$ cat src/design/ipf_pkg.sv
// ----------------------------------------------------------------------------
// ipf_pkg
// Types, widths and register codes of the im2col patch fetcher.
// ----------------------------------------------------------------------------
package ipf_pkg;

    localparam int NUM_PLANES_DEF = 4;
    localparam int MAX_ROWS_DEF   = 64;
    localparam int MAX_COLS_DEF   = 64;

    localparam int PIX_W   = 32;
    localparam int POS_W   = 6;
    localparam int PLANE_W = 2;
    localparam int DIM_W   = 7;
    localparam int PAD_W   = 6;
    localparam int PROD_W  = POS_W + DIM_W;
    localparam int COORD_W = PROD_W + 3;
    localparam int APB_AW  = 5;
    localparam int APB_DW  = 32;

    localparam logic [2:0] REG_IMAGE_HEIGHT = 3'd0;
    localparam logic [2:0] REG_IMAGE_WIDTH  = 3'd1;
    localparam logic [2:0] REG_PAD_ROWS     = 3'd2;
    localparam logic [2:0] REG_PAD_COLS     = 3'd3;
    localparam logic [2:0] REG_STEP_ROWS    = 3'd4;
    localparam logic [2:0] REG_STEP_COLS    = 3'd5;
    localparam logic [2:0] REG_DILATE_ROWS  = 3'd6;
    localparam logic [2:0] REG_DILATE_COLS  = 3'd7;

    localparam logic FUNC_LOAD  = 1'b0;
    localparam logic FUNC_FETCH = 1'b1;

    typedef struct packed {
        logic               func;
        logic [PLANE_W-1:0] plane;
        logic [POS_W-1:0]   load_row;
        logic [POS_W-1:0]   load_col;
        logic [PIX_W-1:0]   pixel_bits;
        logic [POS_W-1:0]   tap_row;
        logic [POS_W-1:0]   tap_col;
        logic [POS_W-1:0]   out_y;
        logic [POS_W-1:0]   out_x;
    } t_in_item;

    typedef struct packed {
        logic [PIX_W-1:0] entry_bits;
        logic             is_padding;
    } t_out_item;

    typedef struct packed {
        logic [DIM_W-1:0] image_height;
        logic [DIM_W-1:0] image_width;
        logic [PAD_W-1:0] pad_rows;
        logic [PAD_W-1:0] pad_cols;
        logic [DIM_W-1:0] step_rows;
        logic [DIM_W-1:0] step_cols;
        logic [DIM_W-1:0] dilate_rows;
        logic [DIM_W-1:0] dilate_cols;
    } t_cfg;

    typedef struct packed {
        logic rd;
        logic wr;
        logic pad;
    } t_mem_ctl;

endpackage

$ cat src/design/ipf_addr_gen.sv
// ----------------------------------------------------------------------------
// ipf_addr_gen
// Stage A: tap and position products, source coordinate, bounds check and
// image store address for loads and fetches.
// ----------------------------------------------------------------------------
module ipf_addr_gen #(
    parameter int NUM_PLANES = ipf_pkg::NUM_PLANES_DEF,
    parameter int MAX_ROWS   = ipf_pkg::MAX_ROWS_DEF,
    parameter int MAX_COLS   = ipf_pkg::MAX_COLS_DEF,
    parameter int ADDR_W     = 14
) (
    input  logic                       i_clk,
    input  logic                       i_rst_n,
    input  logic                       i_load,
    input  ipf_pkg::t_in_item          i_item,
    input  ipf_pkg::t_cfg              i_cfg,
    input  logic                       i_adv,
    output logic                       o_valid,
    output logic                       o_fetch,
    output ipf_pkg::t_mem_ctl          o_ctl,
    output logic [ADDR_W-1:0]          o_addr,
    output logic [ipf_pkg::PIX_W-1:0]  o_wdata
);

    localparam int PLANE_SIZE = MAX_ROWS * MAX_COLS;

    logic                         r_valid;
    logic                         r_func;
    logic [ipf_pkg::PLANE_W-1:0]  r_plane;
    logic [ipf_pkg::POS_W-1:0]    r_lrow;
    logic [ipf_pkg::POS_W-1:0]    r_lcol;
    logic [ipf_pkg::PIX_W-1:0]    r_pix;
    logic [ipf_pkg::PROD_W-1:0]   r_py;
    logic [ipf_pkg::PROD_W-1:0]   r_ty;
    logic [ipf_pkg::PROD_W-1:0]   r_px;
    logic [ipf_pkg::PROD_W-1:0]   r_tx;

    logic signed [ipf_pkg::COORD_W-1:0] sr;
    logic signed [ipf_pkg::COORD_W-1:0] sc;
    int   h_eff;
    int   w_eff;
    int   row_i;
    int   col_i;
    logic plane_ok;
    logic in_image;
    logic load_ok;

    always_ff @(posedge i_clk) begin
        if (!i_rst_n) begin
            r_valid <= 1'b0;
        end else if (i_load) begin
            r_valid <= 1'b1;
        end else if (i_adv) begin
            r_valid <= 1'b0;
        end
    end

    always_ff @(posedge i_clk) begin
        if (i_load) begin
            r_func  <= i_item.func;
            r_plane <= i_item.plane;
            r_lrow  <= i_item.load_row;
            r_lcol  <= i_item.load_col;
            r_pix   <= i_item.pixel_bits;
            r_py    <= ipf_pkg::PROD_W'(i_item.out_y) * ipf_pkg::PROD_W'(i_cfg.step_rows);
            r_ty    <= ipf_pkg::PROD_W'(i_item.tap_row) * ipf_pkg::PROD_W'(i_cfg.dilate_rows);
            r_px    <= ipf_pkg::PROD_W'(i_item.out_x) * ipf_pkg::PROD_W'(i_cfg.step_cols);
            r_tx    <= ipf_pkg::PROD_W'(i_item.tap_col) * ipf_pkg::PROD_W'(i_cfg.dilate_cols);
        end
    end

    always_comb begin
        sr = ipf_pkg::COORD_W'(r_py) + ipf_pkg::COORD_W'(r_ty)
           - ipf_pkg::COORD_W'(i_cfg.pad_rows);
        sc = ipf_pkg::COORD_W'(r_px) + ipf_pkg::COORD_W'(r_tx)
           - ipf_pkg::COORD_W'(i_cfg.pad_cols);
        h_eff = (int'(i_cfg.image_height) < MAX_ROWS) ? int'(i_cfg.image_height) : MAX_ROWS;
        w_eff = (int'(i_cfg.image_width) < MAX_COLS) ? int'(i_cfg.image_width) : MAX_COLS;
        plane_ok = int'(r_plane) < NUM_PLANES;
        in_image = plane_ok
              && !sr[ipf_pkg::COORD_W-1] && (int'(sr) < h_eff)
              && !sc[ipf_pkg::COORD_W-1] && (int'(sc) < w_eff);
        load_ok = plane_ok && (int'(r_lrow) < MAX_ROWS) && (int'(r_lcol) < MAX_COLS);
        if (r_func == ipf_pkg::FUNC_FETCH) begin
            row_i = int'(sr);
            col_i = int'(sc);
        end else begin
            row_i = int'(r_lrow);
            col_i = int'(r_lcol);
        end
    end

    assign o_valid   = r_valid;
    assign o_fetch   = (r_func == ipf_pkg::FUNC_FETCH);
    assign o_ctl.wr  = i_adv && (r_func == ipf_pkg::FUNC_LOAD) && load_ok;
    assign o_ctl.rd  = i_adv && (r_func == ipf_pkg::FUNC_FETCH) && in_image;
    assign o_ctl.pad = !in_image;
    assign o_addr    = ADDR_W'(int'(r_plane) * PLANE_SIZE + row_i * MAX_COLS + col_i);
    assign o_wdata   = r_pix;

endmodule

$ cat config.mk
export PLATFORM = sky130hd
export DESIGN_NAME = ipf_addr_gen
export DESIGN_NICKNAME = d
export VERILOG_FILES = /design/src/design/ipf_pkg.sv /design/src/design/ipf_addr_gen.sv
export SDC_FILE = /design/constraint.sdc
export NUM_CORES = 1
export LEC_CHECK = 0
export ABC_AREA = 1
export BUFFER_PORTS_ARGS = -buffer_cell sky130_fd_sc_hd__buf_2
export CAP_MARGIN = 25
export CORE_ASPECT_RATIO = 1.1
export CORE_UTILIZATION = 45
export CTS_BUF_LIST = sky130_fd_sc_hd__clkbuf_4 sky130_fd_sc_hd__clkbuf_8 sky130_fd_sc_hd__clkbuf_16
export CTS_CLUSTER_SIZE = 20
export DETAILED_ROUTE_END_ITERATION = 7
export GPL_TIMING_DRIVEN = 0
export PLACE_DENSITY = 0.66
export RECOVER_POWER = 50
export SKIP_CTS_REPAIR_TIMING = 1
export SLEW_MARGIN = 10
export SYNTH_ARGS = -nofsm -noshare
export SYNTH_HDL_FRONTEND = slang
export SYNTH_SLANG_ARGS = --single-unit
export TNS_END_PERCENT = 30
$ cat constraint.sdc
create_clock -name i_clk -period 9 [get_ports i_clk]
set_clock_uncertainty 0.2 [all_clocks]
set_input_delay 1.35 -clock i_clk [delete_from_list [all_inputs] [get_ports i_clk]]
set_output_delay 1.35 -clock i_clk [all_outputs]
set_load 0.02 [all_outputs]
[Word-level counts from Yosys, hierarchy flattened]
Cells that the tools add are included.
Operators by class
  add/subtract/negate cells: 6
  multipliers: 4
  magnitude comparators: 4
  mux-type cells: 6
  bitwise gates (word level): 1
  reductions and logical operators: 10
Operators with widths (count)
  $mul 6x7->13: 4
  $lt 15x8->1: 2
  $sub 14x6->15: 2
  $add 13x13->14: 2
  $add 14x14->14: 2
  $lt 7x7->1 const B: 2
  $mux 14: 1
  $mux 7: 2
  $mux 8: 1
  $logic_and 1x1->1: 6
  $logic_not 1->1: 3
  $mux 1: 2
  $reduce_bool 2->1: 1
  $not 1->1: 1
Word-level totals
  flip-flop bits (word level): 100
  output and inout port bits: 51
  logic and storage cells: 41

[Depth between registers and ports, before layout]
Gate-level depths: netlist of run 1.
  depth after elaboration: 7
  gate-level depth with buffers: 22
  mapped depth without buffers: 22

[Worst setup path after synthesis of run 1]
No wires, ideal clock.
  kind: input to output
  start: input port i_cfg[29] (netlist name)
  end: output port o_addr[13]
  arrival time: 4609 ps
  data required time: 7450 ps
  path slack: 2841 ps
  cell stages on the path: 17
  cell sequence: fa_1 -> fa_1 -> inv_1 -> nand3_1 -> nand3_1 -> nand2_1 -> nand2_2 -> xor2_2 -> nor2_1 -> ha_1 -> fa_1 -> nand3_1 -> nand2_1 -> a21oi_1 -> o21bai_1 -> xor2_1 -> xnor2_1
Between the ends
  cells in the longest elaborated chain, start to end: 3
RTL lines
  start: declaration: RTL line ipf_addr_gen.sv:16  | input ipf_pkg::t_cfg i_cfg,
  $sub 14x6->15: RTL line ipf_addr_gen.sv:76  | - ipf_pkg::COORD_W'(i_cfg.pad_cols);
  $mux 14: RTL line ipf_addr_gen.sv:84  | if (r_func == ipf_pkg::FUNC_FETCH) begin
  $add 14x14->14: RTL line ipf_addr_gen.sv:98  | assign o_addr = ADDR_W'(int'(r_plane) * PLANE_SIZE + row_i * MAX_COLS + col_i);
  end: declaration: RTL line ipf_addr_gen.sv:21  | output logic [ADDR_W-1:0] o_addr,
Every way passes these cells.

[Final worst setup path of run 1]
  start: input port i_cfg[30] (netlist name)
  end: output port o_addr[13]
Same word-level chain as after synthesis.

==> results.sh, run 1 <==
export IMPL_status="complete, but fails checks"
export IMPL_violations="design-rule violations, max-capacitance violations, max-slew violations"
export IMPL_synth_cell_type_count=28
export IMPL_grt_pass1_wl_um=40570
export IMPL_met1_usage_pct=21.75
export IMPL_gr_total_overflow=0
export IMPL_cp_max_fo=6
export IMPL_firstDrtPassIters=7
export IMPL_gp_congestion=0.8676
export IMPL_grt_start_max_net_pins=55
export IMPL_fmax_ghz=0.1510
export IMPL_drt_wl_total_um=23720
export IMPL_cellLeakagePower_nw=7.436
export IMPL_synthesis_nets=1742
export IMPL_cts_buffer_depth=2
export IMPL_place_hpwl_um=20440
export IMPL_finalHoldViolations=0
export IMPL_critPathRequiredTime_ns=7.45
export IMPL_syn_inst=1365
export IMPL_die_w_um=152.3
export IMPL_met3_usage_pct=2.717
export IMPL_cp_start_kind="input pin"
export IMPL_area_growth_pct=14.11
export IMPL_cts_tree="built"
export IMPL_fin_cells=1872
export IMPL_routedWlPerCell_um=12.67
export IMPL_drt_drc_violations_left=24
export IMPL_start_util_pct=45.84
export IMPL_worstMarginPinSlew_ns=3.090
export IMPL_post_route_cells_drive_above_1_share_pct=12.30
export IMPL_synth_warnings=0
export IMPL_core_um2=24400
export IMPL_maxSlewHeadroom_pct=-106.0
export IMPL_path_class="input pin to primary output"
export IMPL_cts_buffers_inserted=9
export IMPL_fillers=2421
export IMPL_drt_iter0_drc=325
export IMPL_dpl_cell_count=1855
export IMPL_first_global_vias=9119
export IMPL_cts_root_buf="clkbuf_16"
export IMPL_vias=8897
export IMPL_synth_area_um2=11180
export IMPL_antenna_found_initial=1
export IMPL_min_period_ns=6.624
export IMPL_worstSkewPairLatency_ns=0.35
export IMPL_dieArea_um2=25490
export IMPL_postRouteAntennaNets=0
export IMPL_arrival_ns=5.07
export IMPL_hp_class="register to register"
export IMPL_syn_avg_cell_area_um2=8.194
export IMPL_via_per_inst=4.753
export IMPL_rows=60
export IMPL_regToRegSetupSlack_ns=8.16
export IMPL_clkSinkCount=100
export IMPL_clk_pin_slew_worst_paths_ns=0.07
export IMPL_irDropWorstVdd_mv=0.2141
export IMPL_busiest_layer="met2"
export IMPL_nNetsFinal=1933
export IMPL_die_h_um=167.4
export IMPL_track_usage_pct=19.79
export IMPL_cp_end_kind="primary output"
export IMPL_fin_crit_sh_pct=73.60
export IMPL_maxSlewViolCount=54
export IMPL_rsz0062_at_grt="no"
export IMPL_final_util_pct=52.31
export IMPL_maxCapViolations=1
export IMPL_ys_seq_elements=100
export IMPL_io_pins=180
export IMPL_fin_setup_tns_ns=0
export IMPL_yosysSeqAreaShare_pct=26.76
export IMPL_p_per_area_nw_per_um2=312.5
export IMPL_cts_htree_levels=3
export IMPL_use_met2_pct=39.79
export IMPL_setup_viol=0
export IMPL_port_buffers=179
==> Yosys cell counts <==
| master | number | area, um2 |
|---|---|---|
| nand3_1 | 49 | 245.2 |
| clkbuf_1 | 3 | 11.26 |
| xnor2_1 | 16 | 140.1 |
| a21oi_1 | 53 | 265.3 |
| nand3_2 | 4 | 40.04 |
| inv_1 | 370 | 1389 |
| nor2_2 | 5 | 31.28 |
| fa_1 | 98 | 1962 |
| xor2_2 | 1 | 16.27 |
| inv_2 | 5 | 18.77 |
| nor3_2 | 1 | 10.01 |
| nand4_1 | 11 | 68.82 |
| dfxtp_1 | 1 | 20.02 |
| o21bai_1 | 1 | 7.510 |
| nand2_2 | 3 | 18.77 |
| a21o_1 | 2 | 15.01 |
| nor2_1 | 46 | 172.7 |
| edfxtp_1 | 99 | 2973 |
| o2111ai_1 | 2 | 17.52 |
| o211ai_1 | 2 | 15.01 |
| xor2_1 | 34 | 297.8 |
| ha_1 | 150 | 1877 |
| nand2_1 | 385 | 1445 |
| o21ai_0 | 17 | 85.08 |
| a211oi_1 | 1 | 7.510 |
| nor3_1 | 2 | 10.01 |
| and2_1 | 3 | 18.77 |
| a31oi_1 | 1 | 6.260 |
==> worst max-delay path: stages <==
cell and delay (ns):
buf_2 0.11, fa_1 0.53, inv_1 0.06, ha_1 0.38, nand2_1 0.12, nand3_1 0.16
nand2_1 0.10, nand2_1 0.06, xnor2_1 0.30, nor2_1 0.08, ha_1 0.29, ha_1 0.23
fa_1 0.41, nand3_1 0.10, nand2_1 0.08, a21oi_1 0.14, o21bai_1 0.09, xor2_1 0.16
xnor2_1 0.17, buf_2 0.18
==> area by class of cell <==
class / count / area (um2) / share of cell area [%]
multi-input combinational: 887 / 6773 / 53.07
sequential: 100 / 2993 / 23.45
inverter: 375 / 1408 / 11.03
timing repair buffer: 180 / 894.6 / 7.010
tap: 310 / 387.9 / 3.039
clock buffer: 9 / 225.2 / 1.765
clock inverter: 7 / 67.56 / 0.5294
buffer: 3 / 11.26 / 0.08824
antenna: 1 / 2.502 / 0.01961
==> cells in the final DEF, fill, tap and decap left out, types with 34 or more instances in the layout <==
master,instances
nor2_1,46
inv_1,370
ha_1,150
nand3_1,49
edfxtp_1,99
nand2_1,385
fa_1,98
buf_2,156
xor2_1,34
a21oi_1,53
==> routing by layer <==
layer / wire length [um] / vias up
li1: - / 4538
met1: 9518 / 4184
met2: 13150 / 147
met3: 747 / 28
met4: 297 / 0
met5: 0 / -
==> path summary, 6_finish.rpt <==
kind                                    to  depth (start not counted)  startpoint
worst max register to register     o_valid                          2     o_valid
worst max-delay path            o_addr[13]                         20   i_cfg[30]
worst min register to register     o_valid                          2     o_valid
worst min-delay path               o_valid                          2     o_valid
==> metrics by stage <==
stage / setup WS (ns) / hold WS, ns / cell area (um2) / total power, W
2_1_floorplan: 2.841 / 0.3948 / 11180 / 0.002884
3_3_place_gp: 2.374 / 0.2694 / 12470 / 0.003584
3_5_place_dp: 2.367 / 0.2784 / 12500 / 0.003636
4_1_cts: 2.335 / 0.2988 / 12790 / 0.004049
5_1_grt: 2.073 / 0.3719 / 12760 / 0.004455
6_report: 2.376 / 0.2972 / 12760 / 0.003988
==> cells by family (layout without fill, tap and decap cells) <==
logic type / count (synthesis) / count (layout) / synth area share (%)
adder cells (fa/ha/maj): 248 / 248 / 34.32
AND/OR/NAND/NOR: 509 / 509 / 18.43
buffers and inverters: 378 / 574 / 12.69
other: 0 / 1 / 0
flip-flops: 100 / 100 / 26.76
XOR/XNOR: 51 / 51 / 4.061
AO/OA/AOI/OAI: 79 / 79 / 3.748
==> report_power, final <==
part / total, W / internal, W / switching [W]
Combinational: 0.00293 / 0.00108 / 0.00185
Clock: 0.000386 / 0.000195 / 0.000191
Sequential: 0.000670 / 0.000645 / 0.0000244
==> registers in the layout, summed over array words and instances (netlist names) <==
signal,flops
r_px,13
o_fetch,1
r_tx,13
r_lrow,6
r_plane,2
r_lcol,6
o_wdata,32
r_ty,13
o_valid,1
r_py,13
Power figures use the tool's default switching activity.
==> run 2: changes to the inputs <==
--- a/config.mk
+++ b/config.mk
@@ -5,7 +5,7 @@
 export SDC_FILE = /design/constraint.sdc
 export NUM_CORES = 1
 export LEC_CHECK = 0
-export ABC_AREA = 1
+export ABC_AREA = 0
 export BUFFER_PORTS_ARGS = -buffer_cell sky130_fd_sc_hd__buf_2
 export CAP_MARGIN = 25
 export CORE_ASPECT_RATIO = 1.1
@@ -14,7 +14,7 @@
 export CTS_CLUSTER_SIZE = 20
 export DETAILED_ROUTE_END_ITERATION = 7
 export GPL_TIMING_DRIVEN = 0
-export PLACE_DENSITY = 0.66
+export PLACE_DENSITY = 0.69
 export RECOVER_POWER = 50
 export SKIP_CTS_REPAIR_TIMING = 1
 export SLEW_MARGIN = 10
==> constraint.sdc (replaced) <==
create_clock -name i_clk -period 5.4 [get_ports i_clk]
set_clock_uncertainty 0.2 [all_clocks]
set_input_delay 0.81 -clock i_clk [delete_from_list [all_inputs] [get_ports i_clk]]
set_output_delay 0.81 -clock i_clk [all_outputs]
set_load 0.02 [all_outputs]
==> results.sh, run 2 <==
export IMPL_status="complete, but fails checks"
export IMPL_violations="max-capacitance violations, max-slew violations, negative setup slack"
export IMPL_critPathRequiredTime_ns=4.39
export IMPL_postRouteAntennaNets=0
export IMPL_path_cells="buf_6 -> fa_1 -> inv_1 -> ha_1 -> a21o_1 -> and4_4 -> or4_4 -> and4_4 -> ha_4 -> ha_4 -> fa_2 -> a21oi_2 -> nor2_1 -> nor2_2 -> o21bai_2 -> a21oi_2 -> xnor2_2 -> xnor2_2 -> buf_4"
export IMPL_synth_cell_type_count=62
export IMPL_port_buffers=179
export IMPL_nNetsFinal=1665
export IMPL_route_met2_wl_um=12330
export IMPL_cts_buffer_depth=2
export IMPL_p_seq_share_pct=15.0
export IMPL_via_per_inst=5.069
export IMPL_cts_htree_levels=3
export IMPL_yosysTopAreaCell="edfxtp_1"
export IMPL_synth_edf_count=99
export IMPL_core_um2=23550
export IMPL_dpl_cell_count=1574
export IMPL_synth_area_um2=10770
export IMPL_setup_viol=4
export IMPL_die_w_um=149.5
export IMPL_first_global_vias=8009
export IMPL_track_usage_pct=18.96
export IMPL_grt_pass1_wl_um=37040
export IMPL_syn_inst=1089
export IMPL_cp_start_kind="input pin"
export IMPL_cp_end_kind="primary output"
export IMPL_dr_wl_met3_um=654
export IMPL_comb_power_share_pct=75.9
export IMPL_firstDrtPassIters=5
export IMPL_clk_pin_slew_worst_paths_ns=0.08
export IMPL_cellLeakagePower_nw=6.330
export IMPL_area_growth_pct=17.99
export IMPL_cts_root_buf="clkbuf_16"
export IMPL_seqCellArea_um2=2993
export IMPL_irDropWorstVdd_mv=0.4171
export IMPL_critPathMaxStageDelay_ns=0.54
export IMPL_path_class="input pin to primary output"
export IMPL_finalHoldViolations=0
export IMPL_rsz0062_at_grt="yes"
export IMPL_synth_top_cells_by_area="edfxtp_1, fa_1, ha_1, inv_1, nand2_1"
export IMPL_gr_total_overflow=0
export IMPL_slowest_stage="fa_1"
export IMPL_n_antenna_cell=0
export IMPL_post_route_cells_drive_above_1_share_pct=20.65
export IMPL_dr_max_layer_used="met4"
export IMPL_clkSinkCount=100
export IMPL_gp_congestion=0.9175
export IMPL_dpl_instance_area_um2=12120
export IMPL_p_int_w=0.003901
export IMPL_cts_buffers_inserted=9
export IMPL_synth_warnings=0
export IMPL_async_reset_ff_share_pct=0
export IMPL_design_area_um2=12710
export IMPL_maxSlewViolCount=47
export IMPL_start_util_pct=45.74
export IMPL_maxCapViolations=1
export IMPL_vias=8101
export IMPL_fin_cells=1598
export IMPL_fin_crit_sh_pct=105.6
export IMPL_die_h_um=164.3
export IMPL_ys_seq_elements=100
export IMPL_final_cell_mix="inv_1, buf_2, ha_1, nand2_1, edfxtp_1"
export IMPL_ys_flop_type="edfxtp_1"
export IMPL_antenna_found_initial=0
export IMPL_dieArea_um2=24560
export IMPL_synth_most_common_cell="inv_1"
export IMPL_fmax_ghz=0.1753
export IMPL_min_period_ns=5.703
export IMPL_final_util_pct=53.97
export IMPL_synth_common_cells="inv_1, ha_1, nand2_1"
export IMPL_synthesis_nets=1466
export IMPL_arrival_ns=4.69
export IMPL_io_pins=180
export IMPL_fillers=2117
export IMPL_grt_start_max_net_pins=56
export IMPL_synth_top_area_share_pct=27.60
export IMPL_drt_wl_total_um=22970
export IMPL_syn_avg_cell_area_um2=9.890
export IMPL_drt_iter0_drc=308
export IMPL_cts_tree="built"
export IMPL_multi_input_area_um2=7181
export IMPL_place_hpwl_um=18970
export IMPL_p_per_area_nw_per_um2=588.0
export IMPL_rows=59
export IMPL_yosysSeqAreaShare_pct=27.79
export IMPL_setup_ws_ns=-0.3033
export IMPL_mostFrequentLayoutCell="inv_1"
export IMPL_largest_register_ffs=32
export IMPL_routedWlPerCell_um=14.38
export IMPL_clkPwrFrac_pct=9.1
export IMPL_regToRegSetupSlack_ns=4.51
export IMPL_worstSkewPairLatency_ns=0.37
export IMPL_swShare_pct=47.79
export IMPL_worstMarginPinSlew_ns=2.415
export IMPL_hp_class="register to register"
export IMPL_cp_max_fo=3
export IMPL_power_switching_w=0.003571
export IMPL_met1_length_um=9647
export IMPL_drt_drc_violations_left=0
export IMPL_maxSlewHeadroom_pct=-60.99
[run 2: worst paths after layout]
path | from | end | cells after the start
hold / removal | o_valid | o_valid | 2
hold reg to reg | o_valid | o_valid | 2
setup reg to reg | o_valid | o_valid | 2
setup / recovery | i_cfg[29] | o_addr[13] | 19
[run 2: kinds of logic (layout without fill, tap and decap cells)]
family | count (synthesis) | in the layout | share of synthesized area (%)
buf+inv | 228 | 432 | 8.039
mux | 13 | 13 | 1.359
fa+ha+maj | 248 | 248 | 35.64
xor+xnor | 48 | 48 | 3.903
compound gates | 137 | 137 | 8.585
simple gates | 315 | 315 | 14.68
flops | 100 | 100 | 27.79
[run 2: area by class of cell]
| cell class | count | share of cell area, % |
|---|---|---|
| buffer | 6 | 0.2560 |
| clock buffer | 9 | 1.772 |
| clock inverter | 7 | 0.7187 |
| inverter | 222 | 6.557 |
| multi-input combinational | 761 | 56.50 |
| sequential | 100 | 23.55 |
| tap | 305 | 3.003 |
| timing repair buffer | 188 | 7.640 |
[run 2: power groups by stage]
| stage | Sequential, W | Clock (W) | Combinational [W] |
|---|---|---|---|
| CTS | 0.00112 | 0.000692 | 0.00512 |
| floorplan | 0.00115 | 0 | 0.00382 |
| detailed placement | 0.00114 | 0 | 0.00508 |
| finish | 0.00112 | 0.000678 | 0.00567 |
| global placement | 0.00114 | 0 | 0.00496 |
| global route | 0.00114 | 0.000719 | 0.00632 |
[run 2: metal layers]
layer,global-route usage [%],up-vias
met4,4.824,0
met3,2.056,24
met2,35.71,137
li1,-,4007
met5,0,-
met1,22.66,3933
[run 2: worst max-delay path: cells and delay by family]
family          cells  cell delay, ns
fa+ha+maj           5            1.57
xor+xnor            2            0.29
compound gates      4            0.62
buf+inv             3            0.31
simple gates        5            1.08
[run 2: stage by stage]
step                      setup TNS (ns)  setup WS, ns  power (W)  hold WS [ns]
after global routing              -1.320       -0.4388   0.008175        0.3979
after CTS                         -2.273       -0.6575   0.006933        0.3888
after detailed placement          -2.210       -0.6458   0.006219        0.3650
final                            -0.5492       -0.3033   0.007472        0.3905
after global placement            -2.164       -0.6088   0.006096        0.3587
after floorplan                        0      0.005895   0.004969        0.4942
==> run 3: changes to the inputs <==
--- a/config.mk
+++ b/config.mk
@@ -11,7 +11,7 @@
 export CORE_ASPECT_RATIO = 1.1
 export CORE_UTILIZATION = 45
 export CTS_BUF_LIST = sky130_fd_sc_hd__clkbuf_4 sky130_fd_sc_hd__clkbuf_8 sky130_fd_sc_hd__clkbuf_16
-export CTS_CLUSTER_SIZE = 20
+export CTS_CLUSTER_SIZE = 14
 export DETAILED_ROUTE_END_ITERATION = 7
 export GPL_TIMING_DRIVEN = 0
 export PLACE_DENSITY = 0.69
==> constraint.sdc (replaced) <==
create_clock -name i_clk -period 5.4 [get_ports i_clk]
set_clock_uncertainty 0.2 [all_clocks]
set_input_delay 0.81 -clock i_clk [delete_from_list [all_inputs] [get_ports i_clk]]
set_output_delay 0.81 -clock i_clk [all_outputs]
set_load 0.01 [all_outputs]
==> results.sh, run 3 (synthesis results as in run 2) <==
export IMPL_dpl_cell_count=1574
export IMPL_track_usage_pct=19.16
export IMPL_arrival_ns=4.62
export IMPL_dr_wl_met3_um=803
export IMPL_first_global_vias=8078
export IMPL_min_period_ns=5.634
export IMPL_critPathBufInv=3
export IMPL_fin_crit_sh_pct=104.3
export IMPL_path_class="input pin to primary output"
export IMPL_nNetsFinal=1666
export IMPL_cp_start_kind="input pin"
export IMPL_core_um2=23550
export IMPL_maxSlewHeadroom_pct=-40.93
export IMPL_path_cells="buf_6 -> fa_2 -> inv_2 -> ha_4 -> a21o_1 -> and4_4 -> or4_4 -> and4_4 -> ha_4 -> ha_4 -> fa_2 -> a21oi_2 -> nor2_2 -> nor2_2 -> o21bai_1 -> a21oi_1 -> xnor2_1 -> xnor2_1 -> buf_2"
export IMPL_fin_cells=1599
export IMPL_cp_end_kind="primary output"
export IMPL_cpMostUsedCell="ha_4"
export IMPL_worstMarginPinSlew_ns=2.114
export IMPL_cellLeakagePower_nw=6.305
export IMPL_regToRegSetupSlack_ns=4.52
export IMPL_worstSkewPairLatency_ns=0.35
export IMPL_route_met2_wl_um=11780
export IMPL_r2r_end="o_valid"
export IMPL_cts_htree_levels=3
export IMPL_fin_setup_tns_ns=-0.6383
export IMPL_largest_register_ffs=32
export IMPL_hp_class="register to register"
export IMPL_antenna_found_initial=0
export IMPL_port_buffers=179
export IMPL_hp_start="o_valid"
export IMPL_grt_pass1_wl_um=37350
export IMPL_dp_slack_ns=-0.5350
export IMPL_min_path_cells=2
export IMPL_rows=59
export IMPL_cts_root_buf="clkbuf_16"
export IMPL_cp_max_fo=3
export IMPL_io_pins=180
export IMPL_dieArea_um2=24560
export IMPL_ff2ff_path_depth=2
export IMPL_setup_viol=4
export IMPL_vias=8105
export IMPL_slowest_stage="fa_2"
export IMPL_drt_wl_total_um=22960
export IMPL_fmax_ghz=0.1775
export IMPL_cts_buffer_depth=2
export IMPL_die_w_um=149.5
export IMPL_p_per_area_nw_per_um2=556.1
export IMPL_dr_max_layer_used="met4"
export IMPL_routedWlPerCell_um=14.36
export IMPL_multi_input_area_um2=7142
export IMPL_critPathMaxStageDelay_ns=0.56
export IMPL_clkSinkCount=100
export IMPL_critPathRequiredTime_ns=4.39
export IMPL_met1_length_um=9835
export IMPL_violations="max-capacitance violations, max-slew violations, negative setup slack"
export IMPL_whs_endpoint="o_valid"
export IMPL_cp_top_family="adder cells"
export IMPL_clk_pin_slew_worst_paths_ns=0.07
export IMPL_die_h_um=164.3
export IMPL_status="complete, but fails checks"
export IMPL_drt_drc_violations_left=0
export IMPL_rsz0062_at_grt="yes"
export IMPL_postRouteAntennaNets=0
export IMPL_seqCellArea_um2=2993
export IMPL_via_per_inst=5.069
export IMPL_final_cell_mix="inv_1, buf_2, ha_1, nand2_1, edfxtp_1"
export IMPL_cts_buffers_inserted=9
export IMPL_setup_ws_ns=-0.2340
export IMPL_place_hpwl_um=18940
export IMPL_maxSlewViolCount=103
export IMPL_post_route_cells_drive_above_1_share_pct=20.63
export IMPL_n_antenna_cell=0
export IMPL_drt_iter0_drc=275
export IMPL_grt_start_max_net_pins=61
export IMPL_start_util_pct=45.74
export IMPL_irDropWorstVdd_mv=0.3256
export IMPL_cts_tree="built"
export IMPL_fillers=2097
export IMPL_gr_total_overflow=0
export IMPL_firstDrtPassIters=4
export IMPL_area_growth_pct=17.58
export IMPL_mostFrequentLayoutCell="inv_1"
export IMPL_gp_congestion=0.8686
export IMPL_r2r_start="o_valid"
export IMPL_finalHoldViolations=0
export IMPL_maxCapViolations=2
==> run 3: cell count changes in the layout (fill, tap and decap cells not counted), moves of 2 or more <==
cell	before	now
buf_2	167	173
a21oi_2	5	2
xnor2_2	4	1
buf_4	11	9
inv_8	0	2
a21oi_1	38	41
inv_2	3	5
inv_1	219	217
xnor2_1	30	33
clkbuf_1	11	9
==> run 3: per-stage QoR <==
step / hold slack, ns / utilization (%) / instance area [um2] / total power [W]
3_5_place_dp: 0.3508 / 51.38 / 12100 / 0.005946
4_1_cts: 0.3759 / 52.72 / 12410 / 0.006674
2_1_floorplan: 0.4137 / - / 10790 / 0.004670
6_report: 0.3716 / 53.77 / 12660 / 0.007042
5_1_grt: 0.4028 / 53.77 / 12660 / 0.007752
3_3_place_gp: 0.3562 / 51.26 / 12070 / 0.005848
==> run 3: worst max path at each step <==
stage | start | end | slack [ns] | depth (start not counted)
floorplan | i_cfg[29] | o_addr[13] | 0.04 | 17
global placement | i_cfg[29] | o_addr[13] | -0.51 | 18
detailed placement | i_cfg[29] | o_addr[13] | -0.53 | 18
CTS | i_cfg[30] | o_addr[13] | -0.58 | 19
global route | i_cfg[28] | o_addr[13] | -0.39 | 21
finish | i_cfg[29] | o_addr[13] | -0.23 | 19
==> run 3: tightest hold or removal path, delay by kind of cell (launching register included) <==
kind,cells,cell delay [ns]
compound gates,1,0.10
simple gates,1,0.12
flops,1,0.32
==> run 3: metal layers <==
layer	global-route usage, %	up-vias
met1	24.07	3904
met2	34.03	161
met4	6.401	0
met3	2.056	33
li1	-	4007
met5	0	-
==> run 3: cell type report <==
class	instances	area share, %
clock inverter	7	0.7015
inverter	222	6.580
tap	305	3.014
timing repair buffer	189	7.638
multi-input combinational	761	56.40
sequential	100	23.63
buffer	6	0.2569
clock buffer	9	1.778
==> run 3: power by group <==
group          total (W)  leakage, nW  internal (W)  switching [W]
registers        0.00112        0.975       0.00108      0.0000410
logic            0.00525         5.18       0.00232        0.00293
clock network   0.000674        0.152      0.000334       0.000340
